<file path="src/design/slu_pkg.sv">
// ----------------------------------------------------------------------------
// Segment line intersection package
// Widths, pipeline payload types and fixed-point helpers.
// ----------------------------------------------------------------------------
package slu_pkg;

    localparam int FRAC_BITS = 16;
    localparam int Q_W       = 32;
    localparam int DIF_W     = Q_W + 1;
    localparam int NUM_W     = DIF_W + FRAC_BITS;
    localparam int QUOT_W    = 32;
    localparam int DIV_LAT   = QUOT_W + 2;
    localparam int PROD_W    = 2 * Q_W;
    localparam int WIDE_W    = PROD_W + 2;
    localparam int TOL_W     = 16;
    localparam logic [TOL_W-1:0] TOL_RESET = TOL_W'(7);

    typedef logic signed [Q_W-1:0]    t_q;
    typedef logic signed [DIF_W-1:0]  t_d;
    typedef logic signed [PROD_W-1:0] t_prod;
    typedef logic signed [WIDE_W-1:0] t_w;

    typedef struct packed {
        t_q sx;
        t_q sy;
        t_q ex;
        t_q ey;
    } t_seg;

    typedef struct packed {
        t_d xlo;
        t_d xhi;
        t_d ylo;
        t_d yhi;
    } t_box;

    typedef struct packed {
        t_seg a;
        t_seg b;
        logic v1;
        logic v2;
    } t_side1;

    typedef struct packed {
        t_seg a;
        t_seg b;
        logic v1;
        logic v2;
        t_q   m1;
        t_q   m2;
        t_prod p1;
        t_prod p2;
    } t_s2;

    typedef struct packed {
        t_seg a;
        t_seg b;
        logic v1;
        logic v2;
        logic par;
        t_q   m1;
        t_q   m2;
        t_q   n1;
        t_q   n2;
    } t_s3;

    typedef struct packed {
        t_seg  a;
        t_seg  b;
        logic  v1;
        logic  v2;
        logic  found;
        t_q    n1;
        t_q    n2;
        t_q    px;
        t_prod pm1;
        t_prod pm2;
    } t_s4;

    typedef struct packed {
        logic v1;
        logic v2;
        logic found;
        t_q   n1;
        t_q   n2;
        t_q   px;
        t_q   py;
        t_w   e1;
        t_w   e2;
        t_box box1;
        t_box box2;
    } t_s5;

    function automatic t_d ext_d(input t_q v);
        return {v[Q_W-1], v};
    endfunction

    function automatic t_w ext_w(input t_q v);
        return {{(WIDE_W-Q_W){v[Q_W-1]}}, v};
    endfunction

    function automatic t_w ext_pw(input t_prod v);
        return {{(WIDE_W-PROD_W){v[PROD_W-1]}}, v};
    endfunction

    function automatic logic [DIF_W-1:0] abs_d(input t_d v);
        return v[DIF_W-1] ? DIF_W'(-v) : DIF_W'(v);
    endfunction

    function automatic logic [WIDE_W-1:0] abs_w(input t_w v);
        return v[WIDE_W-1] ? WIDE_W'(-v) : WIDE_W'(v);
    endfunction

    function automatic t_q sat_q(input t_w v);
        logic [WIDE_W-Q_W:0] top;
        top = v[WIDE_W-1:Q_W-1];
        if ((&top) || !(|top)) begin
            return v[Q_W-1:0];
        end else if (v[WIDE_W-1]) begin
            return {1'b1, {(Q_W-1){1'b0}}};
        end else begin
            return {1'b0, {(Q_W-1){1'b1}}};
        end
    endfunction

endpackage

</file>
<file path="src/design/slu_div.sv">
// ----------------------------------------------------------------------------
// Segment line intersection: pipelined divider
// Restoring division, one quotient bit per stage, signed result truncated
// toward zero and saturated to the Q range.
// ----------------------------------------------------------------------------
module slu_div (
    input  logic                      i_clk,
    input  logic                      i_en,
    input  logic [slu_pkg::NUM_W-1:0] i_num,
    input  logic [slu_pkg::DIF_W-1:0] i_den,
    input  logic                      i_neg,
    output slu_pkg::t_q               o_quot
);
    import slu_pkg::*;

    localparam int SH_W = DIF_W + QUOT_W;

    logic [NUM_W-1:0]  r_rem [QUOT_W+1];
    logic [DIF_W-1:0]  r_den [QUOT_W+1];
    logic [QUOT_W-1:0] r_quo [QUOT_W+1];
    logic              r_neg [QUOT_W+1];
    logic              r_ovf [QUOT_W+1];
    logic [NUM_W-1:0]  n_rem [QUOT_W];
    logic [QUOT_W-1:0] n_quo [QUOT_W];
    logic              w_ovf;
    logic [WIDE_W-1:0] w_mag;
    t_w                w_val;
    t_q                r_out;

    assign w_ovf = SH_W'(i_num) >= (SH_W'(i_den) << QUOT_W);

    always_comb begin
        for (int k = 0; k < QUOT_W; k++) begin
            logic [SH_W-1:0] shd;
            logic            ge;
            shd      = SH_W'(r_den[k]) << (QUOT_W - 1 - k);
            ge       = SH_W'(r_rem[k]) >= shd;
            n_rem[k] = ge ? NUM_W'(SH_W'(r_rem[k]) - shd) : r_rem[k];
            n_quo[k] = r_quo[k];
            n_quo[k][QUOT_W-1-k] = ge;
        end
    end

    always_comb begin
        w_mag = r_ovf[QUOT_W] ? (WIDE_W'(1) << QUOT_W) : WIDE_W'(r_quo[QUOT_W]);
        w_val = r_neg[QUOT_W] ? -$signed(w_mag) : $signed(w_mag);
    end

    always_ff @(posedge i_clk) begin
        if (i_en) begin
            r_rem[0] <= i_num;
            r_den[0] <= i_den;
            r_quo[0] <= '0;
            r_neg[0] <= i_neg;
            r_ovf[0] <= w_ovf;
            for (int k = 0; k < QUOT_W; k++) begin
                r_rem[k+1] <= n_rem[k];
                r_den[k+1] <= r_den[k];
                r_quo[k+1] <= n_quo[k];
                r_neg[k+1] <= r_neg[k];
                r_ovf[k+1] <= r_ovf[k];
            end
            r_out <= sat_q(w_val);
        end
    end

    assign o_quot = r_out;

endmodule

</file>
<file path="config.mk">
export PLATFORM = sky130hd
export DESIGN_NAME = slu_div
export DESIGN_NICKNAME = d
export VERILOG_FILES = /design/src/design/slu_pkg.sv /design/src/design/slu_div.sv
export SDC_FILE = /design/constraint.sdc
export NUM_CORES = 2
export LEC_CHECK = 0
export BUFFER_PORTS_ARGS = -buffer_cell sky130_fd_sc_hd__buf_2
export CAP_MARGIN = 10
export CELL_PAD_IN_SITES_DETAIL_PLACEMENT = 0
export CELL_PAD_IN_SITES_GLOBAL_PLACEMENT = 1
export CORE_ASPECT_RATIO = 1.1
export CORE_MARGIN = 2
export CORE_UTILIZATION = 53
export DETAILED_ROUTE_END_ITERATION = 10
export HOLD_SLACK_MARGIN = 0.05
export PLACE_DENSITY_LB_ADDON = 0.1
export SYNTH_ARGS = -nofsm -noshare
export SYNTH_HDL_FRONTEND = slang
export SYNTH_SLANG_ARGS = --single-unit
</file>
<file path="constraint.sdc">
create_clock -name i_clk -period 4.06 [get_ports i_clk]
set_input_delay 0 -clock i_clk [delete_from_list [all_inputs] [get_ports i_clk]]
set_output_delay 0 -clock i_clk [all_outputs]
set_load 0.03 [all_outputs]
</file>
Word level (Yosys, flattened, before mapping)
Memories as Yosys holds them, arrays and structs flattened. Cells that the tools add are included.

$lt $le $gt $ge: 33. Mux-type cells: 38. Add/sub/neg operators: 33. Reductions and logical operators: 4.

Operators with widths (count): $mux 49 (32); $sub 49x49->49 (16); $mux 66 (1); $neg 33->66 (1); $ge 49x65->1 (1); $ge 49x64->1 (1); $mux 32 (2); $ge 49x63->1 (1); $ge 49x62->1 (1); $ge 49x61->1 (1); $ge 49x60->1 (1); $ge 49x59->1 (1); $ge 49x58->1 (1); $ge 49x57->1 (1); $ge 49x56->1 (1); $ge 49x55->1 (1); $ge 49x54->1 (1); $ge 49x53->1 (1); $ge 49x52->1 (1); $ge 49x51->1 (1); $ge 49x50->1 (1); $ge 49x33->1 (1); $ge 49x34->1 (1); $ge 49x35->1 (1); 36 further kinds (37).

RAM bits: 3828. Memories: 5. Bits of input ports: 85. Logic and storage cells: 114. Register bits after elaboration: 32.

Memory list: r_rem (words 33, bits a word 49, rd ports 32, clocked after memory_dff 0, wr ports 33, RTL line slu_div.sv:18) `logic [NUM_W-1:0] r_rem [QUOT_W+1];`; r_den (words 33, bits a word 33, rd ports 32, clocked after memory_dff 0, wr ports 33, RTL line slu_div.sv:19) `logic [DIF_W-1:0] r_den [QUOT_W+1];`; r_quo (words 33, bits a word 32, rd ports 33, clocked after memory_dff 0, wr ports 33, RTL line slu_div.sv:20) `logic [QUOT_W-1:0] r_quo [QUOT_W+1];`; r_neg (words 33, bits a word 1, rd ports 33, clocked after memory_dff 0, wr ports 33, RTL line slu_div.sv:21) `logic r_neg [QUOT_W+1];`; r_ovf (words 33, bits a word 1, rd ports 33, clocked after memory_dff 0, wr ports 33, RTL line slu_div.sv:22) `logic r_ovf [QUOT_W+1];`.

Depth between registers and ports, before layout
An unclocked memory read counts as a cell.

Depth after elaboration: 8. Gate-level depth with buffers: 19.

Worst setup path before layout
OpenSTA, ideal clock, no wires.

Kind: reg-to-reg. From: memory r_den[0][990] (netlist name). To: memory r_rem[0][1563] (netlist name) (data pin). Cell stages (with the launch flop): 16. Data required time: 3802 ps. Setup slack: 396 ps. Data arrival time: 3406 ps. Clock period less this slack: 3664 ps. Path through: edfxtp_1 -> ha_1 -> fa_1 -> nor2b_1 -> o21ai_1 -> a21o_1 -> a31oi_2 -> a31oi_1 -> nor2_1 -> a31o_2 -> a211oi_2 -> o211a_1 -> buf_2 -> nor4_1 -> nand3b_1 -> xnor2_1.

RTL lines (RTL line): start, declared (slu_div.sv:19); end, declared (slu_div.sv:18).

==> impl_metrics.toml <==
[worst_setup_path]
r2r_slack_ps = 110
critPathArrivalTime_ps = 4580
worstSetupPathType = "flop to flop"
critPathMaxFanout = 3
r2r_cells = 15
end_kind = "flop"
cp_data_required_time_ps = 4690
reg2reg_to = "r_rem[0][684]$_DFFE_PP_"
rr_startpoint = "r_den[0][396]$_DFFE_PP_"
start_kind = "flop"

[power_and_ir_drop]
power.density_mw_per_mm2 = 605.9
irDropWorstVdd_mv = 0.3960
power.total_w = 0.1107
p_leak_nw = 72.45

[detailed_routing]
drc_errors = 0
num_vias = 103100
firstDrtPassIters = 6
detail-route-antenna-nets = 0
drt_iter0_drc = 7702
totalWireLength_mm = 423.5
vias_per_cell = 5.721
wl_per_cell_um = 23.49

[die]
die_w_um = 528.0
io_pins = 117
start_util_pct = 53.28
die_h_um = 580.4
die_area_mm2 = 0.3064
std_cell_rows = 211
coreArea_mm2 = 0.3004

[sta]
holdWs_ps = 214.8
worst_slew_pin_slew_ps = 1137
rsz0062_at_grt = "yes"
slew_viol_final = 0
fmax_mhz = 252.9
hold_viol_final = 0
fin_crit_ps = 3954
finalSetupViolCount = 0
period_share_pct = 97.38
slew_headroom_pct = 24.20
fin_skew_ps = 69.92

[cts]
insertion_delay_ps = 940
cts-buffers-inserted = 339
cts-root-buf = "clkbuf_16"
cts_sinks = 3250
clockBufferDepth = 4
cts_tree = "built"
htree_levels = 5
path_clk_slew_ps = 60

[worst_hold_path]
hold_start = "i_en"
hold_depth = 2
hold_end = "r_rem[0][419]$_DFFE_PP_"
hp-class = "input port to flop"

[global_route]
grt_pass1_vias = 102200
grt_max_degree = 147
antenna_found_initial = 31
grt_usage_pct = 27.08
overflow = 0
grt_pass1_wl_mm = 627.2

[synth]
ys_seq_area_share_pct = 60.97
synth_edf_count = 3250
netlist_instances = 12870
ys_types = 99
async_flop_share_pct = 0
ys_ff_latch = 3250
synthesis.nets = 13940
synth_area_per_cell_um2 = 12.44
ys.flop_type = "edfxtp_1"
yosysWarningCount = 0
netlist_area_mm2 = 0.1601

[cells_and_area]
final_nets = 14800
area_growth_pct = 14.12
fill_cells = 23660
drive_gt1_share_pct = 10.98

[flow_run]
drv_cap = 0

[place]
place_hpwl_mm = 325.2
gp_congestion = 0.9554
place.port_buffers = 116

[status]
status = "completed"
==> logic make-up (layout without fill, tap and decap cells) <==
family / after synthesis / in the layout / share of synthesized area, %
fa+ha+maj: 987 / 987 / 7.861
flops: 3250 / 3250 / 60.97
simple gates: 2979 / 2979 / 9.173
buf+inv: 1449 / 2584 / 3.450
mux: 265 / 265 / 1.843
compound gates: 3038 / 3039 / 11.77
xor+xnor: 900 / 900 / 4.929
other cells: 0 / 83 / 0
==> final cells by class <==
cell class	count	area, um^2	share of cell area [%]
diodes	83	207.7	0.1137
clock buffers	409	8874	4.858
clock inverters	209	2185	1.196
inverters	1208	4534	2.482
multi-input cells	8170	57660	31.57
flip-flops and latches	3250	97590	53.43
well taps	3940	4930	2.699
repair buffers	758	6669	3.651
==> sequential cells by signal, summed over array words and instances (netlist names) <==
signal,flops
r_den,1056
r_rem,1568
r_quo,528
o_quot,32
r_neg,33
r_ovf,33
==> Yosys cell counts, types with 192 or more instances <==
master | instances | share of area, %
mux2_2 | 238 | 1.7
ha_1 | 956 | 7.5
nor2_1 | 570 | 1.3
xnor2_1 | 498 | 2.7
inv_1 | 1206 | 2.8
xor2_1 | 401 | 2.2
nand2_1 | 987 | 2.3
a21oi_1 | 847 | 2.6
nor3_1 | 193 | 0.60
edfxtp_1 | 3250 | 61
a21o_1 | 504 | 2.4
nand3_1 | 192 | 0.60
o21ai_0 | 892 | 2.8
==> per-stage QoR <==
stage	utilization, %	instances	TNS (ps)	cell area (um^2)	setup slack (ps)
6_report	60.80	18030	0	182700	106.5
5_1_grt	60.79	18020	-255.1	182600	-79.21
4_1_cts	60.51	17930	0	181800	1.466
3_5_place_dp	56.25	17140	-1411	169000	-223.7
3_3_place_gp	56.25	17140	-1575	169000	-263.2
2_1_floorplan	-	12870	0	160100	396.4
==> metal layers <==
layer	vias to the layer above	global-route usage (%)	wire length [um]
met3	897	3.222	16800
met1	50210	31.77	164400
met2	2519	48.52	217600
li1	49500	-	-
met5	-	0	24
met4	4	14.02	24640
==> where the power goes <==
part,internal [W],switching [W],leakage (nW)
logic,0.0141,0.0183,35.4
registers,0.0435,0.00378,31.7
clock network,0.0178,0.0132,5.35
total,0.0754,0.0353,72.5
==> cell usage in the layout, fill, tap and decap left out, types with 94 or more instances in the layout <==
cell	n
nand3_1	192
nor3_1	189
edfxtp_1	3250
mux2_2	238
o21a_1	103
nor2b_1	138
nand2_1	987
nand4_1	158
buf_2	115
buf_4	408
o21bai_1	94
xor2_1	401
o21ai_0	858
a21oi_1	833
ha_1	955
xnor2_1	498
nor2_1	565
dlygate4sd3_1	167
a21o_1	504
nand2b_1	143
nor4_1	169
clkbuf_16	348
inv_1	1206
==> worst max path at each step <==
stage                             from                  endpoint  slack, ps
5_1_grt        r_den[0][396]$_DFFE_PP_   r_rem[0][684]$_DFFE_PP_        -80
4_1_cts        r_den[0][595]$_DFFE_PP_   r_rem[0][975]$_DFFE_PP_          1
2_1_floorplan  r_den[0][990]$_DFFE_PP_  r_rem[0][1563]$_DFFE_PP_        400
6_report       r_den[0][396]$_DFFE_PP_   r_rem[0][684]$_DFFE_PP_        110
3_3_place_gp   r_den[0][594]$_DFFE_PP_   r_rem[0][952]$_DFFE_PP_       -260
3_5_place_dp   r_den[0][594]$_DFFE_PP_   r_rem[0][952]$_DFFE_PP_       -220
==> worst max-delay path, stage by stage (launching register included) <==
cell      delay [ps]
edfxtp_1         430
ha_1             260
fa_1             410
nor2b_1          140
o21ai_0          120
a21boi_1         240
o21ai_0          200
a31oi_1          190
buf_4            180
nand3_1          170
a311oi_2         420
a31oi_1          200
o21a_1           280
o21ai_0          230
xnor2_1          140
o21ai_0          100
==> timing repair <==
item	4_1_cts	5_1_grt
pin swaps	0	19
endpoints found under the setup margin	39	464
buffers inserted	1	14
hold buffers	167	0
gates resized for setup	18	115
hold endpoints to repair	899	0
cloned	0	4
Power figures use the tool's default switching activity.
